--- src/sv/lpe_pkg.sv ---
package lpe_pkg;

    localparam int DATA_W = 32;
    localparam int DEG_W  = 6;
    localparam int PROD_W = 64;
    localparam int TERM_W = 40;

    typedef struct packed {
        logic signed [DATA_W-1:0] point;
        logic [DEG_W-1:0]         degree;
    } t_lpe_job;

    typedef struct packed {
        logic signed [DATA_W-1:0] prior_poly_value;
        logic signed [DATA_W-1:0] poly_value;
    } t_lpe_res;

    typedef struct packed {
        logic idle;
        logic done;
    } t_lpe_stat;

    typedef enum logic [8:0] {
        S_IDLE = 9'b000000001,
        S_XC   = 9'b000000010,
        S_PV   = 9'b000000100,
        S_MM   = 9'b000001000,
        S_T    = 9'b000010000,
        S_LO   = 9'b000100000,
        S_HI   = 9'b001000000,
        S_Q    = 9'b010000000,
        S_DONE = 9'b100000000
    } t_lpe_state;

endpackage

--- src/sv/lpe_mul.sv ---
module lpe_mul import lpe_pkg::*; (
    input  logic              i_clk,
    input  logic [DATA_W-1:0] i_a,
    input  logic [DATA_W-1:0] i_b,
    output logic [PROD_W-1:0] o_p
);

    logic [PROD_W-1:0] r_p;

    always_ff @(posedge i_clk) begin
        r_p <= PROD_W'(i_a) * PROD_W'(i_b);
    end

    assign o_p = r_p;

endmodule

--- src/sv/lpe_rrom.sv ---
module lpe_rrom import lpe_pkg::*; (
    input  logic [DEG_W-1:0]  i_k,
    output logic [DATA_W-1:0] o_r
);

    localparam int DEPTH = 2 ** DEG_W;

    logic [DATA_W-1:0] w_rom [0:DEPTH-1];

    // Rounded reciprocal of k scaled by 2^32; entries below two are unused.
    for (genvar g = 0; g < DEPTH; g++) begin : g_rom
        localparam logic [63:0] RV = (g < 2) ? 64'd0 :
                                     ((64'd1 << 32) + 64'(g / 2)) / 64'(g);
        assign w_rom[g] = RV[DATA_W-1:0];
    end

    assign o_r = w_rom[i_k];

endmodule

--- src/sv/lpe_core.sv ---
module lpe_core import lpe_pkg::*; #(
    parameter int MAX_DEGREE = 50,
    parameter int FRAC_BITS  = 30
) (
    input  logic      i_clk,
    input  logic      i_rst_n,
    input  logic      i_start,
    input  t_lpe_job  i_job,
    input  logic      i_take,
    output t_lpe_stat o_stat,
    output t_lpe_res  o_res
);

    localparam logic [DATA_W-1:0] ONE      = DATA_W'(64'd1 << FRAC_BITS);
    localparam logic [PROD_W-1:0] HALF_LSB = PROD_W'(64'd1 << (FRAC_BITS - 1));
    localparam logic [PROD_W-1:0] HALF_32  = PROD_W'(64'd1 << 31);
    localparam logic [DEG_W-1:0]  N_MAX    = DEG_W'(MAX_DEGREE);
    localparam logic [TERM_W:0]   LIM_NEG  = (TERM_W+1)'(64'd1 << 31);
    localparam logic [TERM_W:0]   LIM_POS  = (TERM_W+1)'((64'd1 << 31) - 64'd1);

    t_lpe_state r_state, n_state;

    logic [DATA_W-1:0] r_xmag, r_cmag, r_pmag, r_mmag, r_recip, r_lor;
    logic              r_xsgn, r_csgn, r_psgn, r_tsgn;
    logic [DEG_W-1:0]  r_k, r_n;
    logic [37:0]       r_p2;
    logic [TERM_W-1:0] r_tmag;

    logic [DATA_W-1:0] w_mul_a, w_mul_b, w_recip, w_x_mag, w_m, w_lor, w_qsat;
    logic [PROD_W-1:0] w_prod, w_rnd, w_lor_sum;
    logic [DATA_W:0]   w_in_mag;
    logic [DEG_W-1:0]  w_n, w_km1;
    logic [DEG_W:0]    w_k2m1;
    logic [TERM_W-1:0] w_p1, w_sum, w_d, w_dn, w_tmag;
    logic              w_s1, w_s2, w_tsgn;
    logic [TERM_W:0]   w_q, w_lim;

    lpe_mul u_mul (
        .i_clk (i_clk),
        .i_a   (w_mul_a),
        .i_b   (w_mul_b),
        .o_p   (w_prod)
    );

    lpe_rrom u_rrom (
        .i_k (r_k),
        .o_r (w_recip)
    );

    always_comb begin
        w_in_mag = i_job.point[DATA_W-1] ? ((DATA_W+1)'(0) - {i_job.point[DATA_W-1], i_job.point})
                                         : {1'b0, i_job.point};
        w_x_mag  = (w_in_mag > {1'b0, ONE}) ? ONE : w_in_mag[DATA_W-1:0];
        w_n      = (i_job.degree > N_MAX) ? N_MAX : i_job.degree;
    end

    assign w_km1  = r_k - DEG_W'(1);
    assign w_k2m1 = {r_k, 1'b0} - (DEG_W+1)'(1);

    always_comb begin
        w_mul_a = '0;
        w_mul_b = '0;
        unique case (r_state)
            S_XC: begin
                w_mul_a = r_xmag;
                w_mul_b = r_cmag;
            end
            S_PV: begin
                w_mul_a = DATA_W'(w_km1);
                w_mul_b = r_pmag;
            end
            S_MM: begin
                w_mul_a = DATA_W'(w_k2m1);
                w_mul_b = r_mmag;
            end
            S_LO: begin
                w_mul_a = r_tmag[DATA_W-1:0];
                w_mul_b = r_recip;
            end
            S_HI: begin
                w_mul_a = DATA_W'(r_tmag[TERM_W-1:DATA_W]);
                w_mul_b = r_recip;
            end
            default: begin
                w_mul_a = '0;
                w_mul_b = '0;
            end
        endcase
    end

    assign w_rnd = w_prod + HALF_LSB;
    assign w_m   = DATA_W'(w_rnd >> FRAC_BITS);

    // The two recurrence terms are combined in sign-magnitude form.
    always_comb begin
        w_p1  = TERM_W'(w_prod[38:0]);
        w_s1  = r_xsgn ^ r_csgn;
        w_s2  = ~r_psgn;
        w_sum = w_p1 + TERM_W'(r_p2);
        w_d   = w_p1 - TERM_W'(r_p2);
        w_dn  = TERM_W'(r_p2) - w_p1;
        if (w_s1 == w_s2) begin
            w_tmag = w_sum;
            w_tsgn = w_s1;
        end else if (w_d[TERM_W-1]) begin
            w_tmag = w_dn;
            w_tsgn = w_s2;
        end else begin
            w_tmag = w_d;
            w_tsgn = w_s1;
        end
    end

    assign w_lor_sum = w_prod + HALF_32;
    assign w_lor     = w_lor_sum[PROD_W-1:DATA_W];

    always_comb begin
        w_q    = (TERM_W+1)'(w_prod[TERM_W-1:0]) + (TERM_W+1)'(r_lor);
        w_lim  = r_tsgn ? LIM_NEG : LIM_POS;
        w_qsat = (w_q > w_lim) ? w_lim[DATA_W-1:0] : w_q[DATA_W-1:0];
    end

    always_comb begin
        n_state = r_state;
        unique case (r_state)
            S_IDLE: begin
                if (i_start) begin
                    n_state = (w_n < DEG_W'(2)) ? S_DONE : S_XC;
                end
            end
            S_XC:   n_state = S_PV;
            S_PV:   n_state = S_MM;
            S_MM:   n_state = S_T;
            S_T:    n_state = S_LO;
            S_LO:   n_state = S_HI;
            S_HI:   n_state = S_Q;
            S_Q:    n_state = (r_k == r_n) ? S_DONE : S_XC;
            S_DONE: begin
                if (i_take) begin
                    n_state = S_IDLE;
                end
            end
            default: n_state = S_IDLE;
        endcase
    end

    always_ff @(posedge i_clk) begin
        if (!i_rst_n) begin
            r_state <= S_IDLE;
        end else begin
            r_state <= n_state;
        end
    end

    always_ff @(posedge i_clk) begin
        unique case (r_state)
            S_IDLE: begin
                if (i_start) begin
                    r_xmag <= w_x_mag;
                    r_xsgn <= i_job.point[DATA_W-1];
                    r_n    <= w_n;
                    r_k    <= DEG_W'(2);
                    if (w_n == DEG_W'(0)) begin
                        r_cmag <= ONE;
                        r_csgn <= 1'b0;
                        r_pmag <= '0;
                        r_psgn <= 1'b0;
                    end else begin
                        r_cmag <= w_x_mag;
                        r_csgn <= i_job.point[DATA_W-1];
                        r_pmag <= ONE;
                        r_psgn <= 1'b0;
                    end
                end
            end
            S_XC: r_recip <= w_recip;
            S_PV: r_mmag  <= w_m;
            S_MM: r_p2    <= w_prod[37:0];
            S_T: begin
                r_tmag <= w_tmag;
                r_tsgn <= w_tsgn;
            end
            S_HI: r_lor <= w_lor;
            S_Q: begin
                r_pmag <= r_cmag;
                r_psgn <= r_csgn;
                r_cmag <= w_qsat;
                r_csgn <= r_tsgn;
                if (r_k != r_n) begin
                    r_k <= r_k + DEG_W'(1);
                end
            end
            default: begin
            end
        endcase
    end

    assign o_stat.idle = (r_state == S_IDLE);
    assign o_stat.done = (r_state == S_DONE);

    assign o_res.poly_value       = $signed(r_csgn ? (DATA_W'(0) - r_cmag) : r_cmag);
    assign o_res.prior_poly_value = $signed(r_psgn ? (DATA_W'(0) - r_pmag) : r_pmag);

endmodule

--- src/sv/legendre_polynomial_eval.sv ---
// An accepted word runs one recurrence step for each k from two up to its degree n,
// through states XC, PV, MM, T, LO, HI and Q on the single shared 32x32 multiplier;
// degree zero or one goes straight to done. One word is taken at a time: the next
// is accepted only once the previous result is in the output register, which waits
// while the output word is stalled.
// Reset is synchronous and active low; it sets the degree to one and empties the output.
module legendre_polynomial_eval import lpe_pkg::*; #(
    parameter int MAX_DEGREE = 50,
    parameter int FRAC_BITS  = 30
) (
    input  logic              i_clk,
    input  logic              i_rst_n,
    input  logic              i_s_axis_tvalid,
    output logic              o_s_axis_tready,
    input  logic [DATA_W-1:0] i_s_axis_tdata,   // point
    output logic              o_m_axis_tvalid,
    input  logic              i_m_axis_tready,
    output logic [2*DATA_W-1:0] o_m_axis_tdata, // prior_poly_value high, poly_value low
    input  logic              i_cfg_valid,
    output logic              o_cfg_ready,
    input  logic [DEG_W-1:0]  i_cfg_data        // degree
);

    logic [DEG_W-1:0] r_degree;
    logic             r_ovalid;
    t_lpe_res         r_odata;

    t_lpe_job  w_job;
    t_lpe_res  w_res;
    t_lpe_stat w_stat;
    logic      w_start, w_take;

    assign w_job.point  = $signed(i_s_axis_tdata);
    assign w_job.degree = r_degree;
    assign w_start      = i_s_axis_tvalid & w_stat.idle;
    assign w_take       = w_stat.done & (~r_ovalid | i_m_axis_tready);

    lpe_core #(
        .MAX_DEGREE (MAX_DEGREE),
        .FRAC_BITS  (FRAC_BITS)
    ) u_core (
        .i_clk   (i_clk),
        .i_rst_n (i_rst_n),
        .i_start (w_start),
        .i_job   (w_job),
        .i_take  (w_take),
        .o_stat  (w_stat),
        .o_res   (w_res)
    );

    always_ff @(posedge i_clk) begin
        if (!i_rst_n) begin
            r_degree <= DEG_W'(1);
            r_ovalid <= 1'b0;
        end else begin
            if (i_cfg_valid) begin
                r_degree <= i_cfg_data;
            end
            if (w_take) begin
                r_ovalid <= 1'b1;
            end else if (i_m_axis_tready) begin
                r_ovalid <= 1'b0;
            end
        end
    end

    always_ff @(posedge i_clk) begin
        if (w_take) begin
            r_odata <= w_res;
        end
    end

    assign o_s_axis_tready = w_stat.idle;
    assign o_m_axis_tvalid = r_ovalid;
    assign o_m_axis_tdata  = r_odata;
    assign o_cfg_ready     = 1'b1;

`ifndef SYNTH
    a_start_leaves_idle: assert property (@(posedge i_clk) disable iff (!i_rst_n)
        (i_s_axis_tvalid && o_s_axis_tready) |=> !w_stat.idle)
        else $error("core stayed idle after an accepted word");

    a_take_fills_output: assert property (@(posedge i_clk) disable iff (!i_rst_n)
        w_take |=> o_m_axis_tvalid)
        else $error("result handed over but output word not valid");

    a_idle_done_exclusive: assert property (@(posedge i_clk) disable iff (!i_rst_n)
        $onehot0({w_stat.idle, w_stat.done}))
        else $error("core reports idle and done together");

    a_done_needs_room: assert property (@(posedge i_clk) disable iff (!i_rst_n)
        (w_stat.done && o_m_axis_tvalid && !i_m_axis_tready) |=> w_stat.done)
        else $error("core result dropped while output word stalled");
`endif

endmodule

--- config.mk ---
export PLATFORM = sky130hd
export DESIGN_NAME = legendre_polynomial_eval
export DESIGN_NICKNAME = d
export VERILOG_FILES = /design/src/sv/lpe_pkg.sv /design/src/sv/lpe_mul.sv /design/src/sv/lpe_rrom.sv /design/src/sv/lpe_core.sv /design/src/sv/legendre_polynomial_eval.sv
export SDC_FILE = /design/constraint.sdc
export NUM_CORES = 2
export LEC_CHECK = 0
export BUFFER_PORTS_ARGS = -buffer_cell sky130_fd_sc_hd__buf_2
export CORE_UTILIZATION = 30
export DETAILED_ROUTE_END_ITERATION = 6
export PLACE_DENSITY = 0.44
export SYNTH_ARGS = -nofsm -noshare
export SYNTH_HDL_FRONTEND = slang
export SYNTH_SLANG_ARGS = --single-unit
--- constraint.sdc ---
create_clock -name i_clk -period 12.48 [get_ports i_clk]
set_clock_uncertainty 0.2 [all_clocks]
set_input_delay 1.248 -clock i_clk [delete_from_list [all_inputs] [get_ports i_clk]]
set_output_delay 1.248 -clock i_clk [all_outputs]
set_load 0.02 [all_outputs]
Word level (Yosys, flattened, before mapping)
Memories as Yosys holds them, arrays and structs flattened. A register that Yosys moved wholly into a read port is not among the register bits.
Index checks and enable logic that the tools add are counted.
{ "op_classes": {"n_bitwise": 7, "multipliers": 1, "add_sub_neg": 12, "n_mux": 34, "magnitude_cmp": 4, "n_reduce_logical": 8, "eq_ne": 15} }
{ "ops": {"columns": ["cell", "n"], "rows": [
  ["32-bit 2-to-1 mux", 8],
  ["32-bit one-hot mux with 5 select lines", 1],
  ["32-bit one-hot mux with 2 select lines", 2],
  ["32-bit one-hot mux with 4 select lines", 1],
  ["9-bit one-hot mux with 9 select lines", 1],
  ["40-bit 2-to-1 mux", 2],
  ["64-bit by 32-bit adder with 64-bit output (second input constant)", 1],
  ["32-bit by 32-bit multiplier with 64-bit output", 1],
  ["1-bit by 32-bit subtractor with 32-bit output (first input constant)", 2],
  ["62-bit by 30-bit adder with 62-bit output (second input constant)", 1],
  ["40-bit by 32-bit adder with 41-bit output", 1],
  ["41-bit greater-than comparator", 1],
  ["39-bit by 38-bit adder with 40-bit output", 1],
  ["38-bit by 39-bit subtractor with 40-bit output", 1],
  ["39-bit by 38-bit subtractor with 40-bit output", 1],
  ["9-bit 2-to-1 mux", 4],
  ["33-bit by 31-bit greater-than comparator with 1-bit output (second input constant)", 1],
  ["33-bit 2-to-1 mux", 1],
  ["1-bit by 32-bit subtractor with 33-bit output (first input constant)", 1],
  ["31-bit 2-to-1 mux", 1],
  ["6-bit 2-to-1 mux", 3],
  ["6-bit one-hot mux with 2 select lines", 1],
  ["9-bit by 1-bit == test with 1-bit output (second input constant)", 1],
  ["9-bit by 2-bit == test with 1-bit output (second input constant)", 1],
  ["28 further kinds", 42]
]} }
{ "word_totals": {"ff_bits": 398, "word_cells": 101, "in_bits": 43, "out_inout_bits": 67, "memories": 1, "mem_bits_ro": 2048} }
{ "mem_list": {"columns": ["name", "words", "width", "read_ports", "rd_ports_with_merged_regs", "write_ports", "line_no", "text"], "rows": [
  ["(no name shown)", 64, 32, 1, 1, 0, "lpe_rrom.sv:17", "assign o_r = w_rom[i_k];"]
]} }

Depth between registers and ports, before layout
{ "depth": {"depth_word": 7, "ltp_mapped": 41, "depth_no_buf": 36} }

Cells and area by module
A second synthesis with hierarchy kept.
{ "hier_totals": {"hier_cells": 6854, "hier_area_um2": 62826.5} }
{ "modules_own_cells": {"columns": ["mod", "seq_area_each_um2", "area_per_inst_um2", "instances", "cells_each"], "rows": [
  ["lpe_mul", 1281.2, 34566.9, 1, 3755],
  ["lpe_core", 8768.4, 23672.7, 1, 2624],
  ["lpe_rrom", 0.0, 2381.0, 1, 385],
  ["legendre_polynomial_eval", 2062.0, 2205.9, 1, 90]
]} }

Worst setup path before layout
No wires, ideal clock.
{ "synth_timing": {"kind": "register -> register", "from": "register u_core.r_state[0]", "to": "register u_core.u_mul.r_p[60] (netlist: u_core.u_mul.o_p[60])", "synth_period_minus_slack_ns": 10.271, "setup_slack_ns": 2.209, "required_time_ns": 12.159, "arrival_time_ns": 9.950, "stages_incl_launch_ff": 33, "n_path_buf": 3, "path_cell_list": "dfxtp_1 > nor3_1 > and2_1 > nand2_1 > nor3b_1 > clkbuf_1 > buf_1 > a22oi_1 > clkbuf_1 > nor2_1 > fa_1 > inv_1 > fa_1 > fa_1 > fa_1 > inv_1 > fa_1 > fa_1 > fa_1 > inv_1 > fa_1 > inv_1 > ha_1 > nand4_1 > or2_0 > or3_1 > o22ai_1 > o21ai_1 > o221ai_1 > a31oi_1 > o31ai_1 > a41oi_1 > xnor2_1"} }
{ "synth_via": {"elab_chain_cells": 4, "elab_cells_between_ends": 9, "classes_between": "mul (1); eq/ne (5); mux (2); reduce/logical (1)"} }
{ "synth_rtl": {"columns": ["element", "line_no", "text"], "rows": [
  ["from (decl)", "lpe_core.sv:21", "t_lpe_state r_state, n_state;"],
  ["from (signal assigned)", "lpe_core.sv:151", "r_state <= n_state;"],
  ["9-bit by 6-bit == test with 1-bit output or 9-bit by 7-bit == test with 1-bit output (tied branches)", "lpe_core.sv:63", "unique case (r_state)"],
  ["2-bit OR reduction (no source line)", null, null],
  ["32-bit one-hot mux with 4 select lines", "lpe_core.sv:63", null],
  ["32-bit by 32-bit multiplier with 64-bit output *", "lpe_mul.sv:11", "r_p <= PROD_W'(i_a) * PROD_W'(i_b);"],
  ["to (signal assigned)", "lpe_mul.sv:11", null],
  ["to (decl)", "lpe_mul.sv:8", "logic [PROD_W-1:0] r_p;"]
]} }
Every way passes the cells marked *; elsewhere a longest branch is shown, timed or not.
A chain may end at the register's enable or synchronous reset.

Final worst setup path
Same ends and word-level chain as after synthesis.

==> qor.yml <==
status:
  status: "complete, but fails checks"
  failed_checks: "design-rule violations"
worst_setup_path:
  crit_type: "reg -> reg"
  cp_num_buf_inv: 3
  endpoint_kind: "flip-flop"
  cp_max_fo: 31
  required_ps: 12860
  worstSetupStartpoint: "u_core.r_state[0]$_SDFFE_PN1P_"
  critical_path.top_delay_family: "adder cells"
  timing.rr.start: "u_core.r_state[0]$_SDFFE_PN1P_"
  startpoint_type: "flip-flop"
  cpMostUsedCell: "fa_1"
  crit_path_top_delay_cell: "a221o_1"
  arrival_ps: 11610
  critPathMaxStageDelay_ps: 760
yosys:
  synth-compound-area-share_pct: 12.9
  synth-simple-area-share_pct: 15.2
  syn-num-nets: 8316
  synthFlopType: "edfxtp_1"
  synth.distinct_cells: 94
  ys_top_cells_by_area: "fa_1 (29%), edfxtp_1 (17%), ha_1 (9.5%)"
  synth_top_family_by_area: "adder cells"
  syn_area_per_cell_sq_um: 8.96
  syn-cell-area_sq_um: 61900
  synth_edf_count: 350
  yosys.area_share.adder_pct: 38.6
  yosysWarnings: 0
  yosysTopAreaCell: "fa_1"
  ys_ff_latch: 430
  synthMuxAreaShare_pct: 0.629
  synth-seq-area-share_pct: 19.6
  synth_xor_area_share_pct: 4.13
  async_reset_ff_share_pct: 0
  yosys.area.top_type_share_pct: 29.1
  synthCells: 6904
cts:
  cts_sinks: 430
  cts_hold_buf: 0
  cts_buffer_depth: 3
  path_clk_slew_ps: 60
  clk_latency_ps: 700
  post_cts_resized: 0
  cts_tree: "done"
  postCtsSetupRepairBufs: 0
  cts_buffers: 52
  cts_root_buf: "clkbuf_16"
  cts_max_level: 2
die:
  die_x_um: 456
  ios: 110
  die_h_um: 456
  fp.coreArea_sq_um: 205000
  start_util_pct: 30.2
  die_area_sq_um: 208000
  rows: 166
grt:
  globalRouteOverflowTotal: 0
  grt_pass1_vias: 52600
  antenna_found_initial: 21
  grt_pass1_wl_um: 377000
  grt.total_usage_pct: 24.8
  grt_max_degree: 76
drt:
  via_count: 51500
  wl_um: 260000
  detail-route-antenna-nets: 0
  vias_per_cell: 5.36
  routedWlPerCell_um: 27.0
  drtIter0Drc: 4704
  first_pass_iters: 7
  drc: 13
timing:
  rsz0062_at_grt: "no"
  slew_violations: 0
  hold_viol_final: 0
  fmax_mhz: 89.0
  finalSetupTns_ps: 0
  relSlewSlack_pct: 9.82
  fin_crit_ps: 11230
  whs_ps: 329
  tightest_slew_ps: 1350
  min_period_over_period_pct: 90.0
  final.setup.worst_slack_ps: 1250
  report.final.setup_viol: 0
power:
  p_leak_nw: 29.1
  vdd_drop_max_mv: 0.102
  p_total_w: 0.00490
  pwr_density_cell_nw_per_um2: 72.4
place:
  numPortBuffers: 108
  post-place-cells: 9502
  hpwl_um: 209000
  place_ws_ps: 1390
  routabilityCongestion: 0.957
min_path:
  hp-class: "reg -> reg"
  hp-start: "r_degree[5]$_SDFFE_PN0P_"
layout:
  synthToLayoutAreaGrowth_pct: 9.44
  layout-drive-gt1-share_pct: 7.28
  fin_cells: 9599
  final_nets: 8280
job:
  drv_cap: 0
[cells in the final DEF (no fill, tap or decap), types with 15 or more instances in the layout]
master        n
a221o_1      31
o211ai_1     25
or3_1        35
xor2_1       72
o31ai_1      34
nand2_1     854
xnor2_1     218
nor4_1       21
o21ai_0     212
a31oi_1      46
fa_1        900
o21a_1       31
o21ai_1      15
buf_4       180
mux2i_1      22
nand2b_1     33
nand3_1      99
edfxtp_1    350
inv_1      1060
o21bai_1     57
nor2b_1      35
a22oi_1      29
a22o_1       45
a21o_1       71
a21oi_1     330
a221oi_2     15
ha_1        469
a221oi_1     17
dfxtp_1      80
a211oi_1     35
o211ai_2     29
clkbuf_16    52
nor3_1       77
and3_1       32
buf_2       108
and2_1       65
nor2_1      734
nand4_1      91
[layout make-up]
class	count	area [sq um]
clock inverters	35	418
inverters	1064	3990
flip-flops and latches	430	12100
well taps	2688	3360
fillers	21400	137000
diodes	1	2.50
repair buffers	289	1910
clock buffers	61	1350
multi-input cells	5031	44600
[sequential cells by signal, summed over array words and instances, names as in the netlist]
name	cells
u_core.r_xsgn	1
u_core.r_tmag	40
r_degree	6
u_core.r_state	9
o_m_axis_tvalid	1
u_core.r_n	6
u_core.r_psgn	1
u_core.r_lor	32
u_core.r_mmag	32
u_core.r_p2	38
u_core.u_mul.o_p	64
o_m_axis_tdata	64
u_core.r_cmag	32
u_core.r_xmag	32
u_core.r_pmag	32
u_core.r_tsgn	1
u_core.r_k	6
u_core.r_csgn	1
u_core.r_recip	32
[synth_stat cells, types with 29 or more instances]
| master | instances |
|---|---|
| a221oi_1 | 39 |
| o21ai_0 | 212 |
| o21a_1 | 31 |
| o31ai_1 | 34 |
| a22o_1 | 51 |
| o211ai_2 | 29 |
| nor2_1 | 735 |
| and2_1 | 66 |
| nand4_1 | 91 |
| o21bai_1 | 57 |
| clkbuf_1 | 321 |
| buf_1 | 32 |
| nor3_1 | 77 |
| ha_1 | 469 |
| xor2_1 | 73 |
| a211oi_1 | 36 |
| or3_1 | 35 |
| a31oi_1 | 46 |
| nand2b_1 | 34 |
| edfxtp_1 | 350 |
| nor2b_1 | 36 |
| dfxtp_1 | 80 |
| nand3_1 | 99 |
| fa_1 | 900 |
| a22oi_1 | 31 |
| inv_1 | 1063 |
| a21oi_1 | 330 |
| nand2_1 | 854 |
| and3_1 | 33 |
| a21o_1 | 71 |
| xnor2_1 | 219 |
| a221o_1 | 32 |
[logic make-up (layout without fill, tap and decap cells)]
family,Yosys count,count (layout)
adder cells (fa/ha/maj),1369,1369
flip-flops,430,430
multiplexers,35,35
other,2,3
buffers and inverters,1443,1449
AND/OR/NAND/NOR,2152,2152
AO/OA/AOI/OAI,1181,1181
XOR/XNOR,292,292
[worst paths after layout]
kind                                  endpoint  slack (ps)  cells past startpoint
hold / removal         u_core.r_n[5]$_DFFE_PP_         330                      0
setup reg to reg  u_core.u_mul.o_p[60]$_DFF_P_        1250                     27
setup / recovery  u_core.u_mul.o_p[60]$_DFF_P_        1250                     27
hold reg to reg        u_core.r_n[5]$_DFFE_PP_         330                      0
[metal layers]
metal | track usage, % | part of all wire, %
met1 | 34.5 | 44
met2 | 39.9 | 46
met3 | 3.00 | 6.7
met4 | 7.78 | 3.7
met5 | 0 | 0.0089
[per-stage QoR]
stage,utilization [%],area [sq um]
after global placement,32.2,65900
after CTS,33.1,67700
after detailed placement,32.2,65900
after global routing,33.1,67700
after floorplan,-,61900
final,33.1,67700
[power by group]
| group | leakage [nW] | switching [W] | total (W) | internal [W] |
|---|---|---|---|---|
| Sequential | 3.69 | 0.000176 | 0.00190 | 0.00172 |
| Combinational | 24.6 | 0.000973 | 0.00137 | 0.000399 |
| Clock | 0.836 | 0.000723 | 0.00163 | 0.000906 |
| Total | 29.1 | 0.00187 | 0.00490 | 0.00303 |
(Power assumes the default switching activity.)
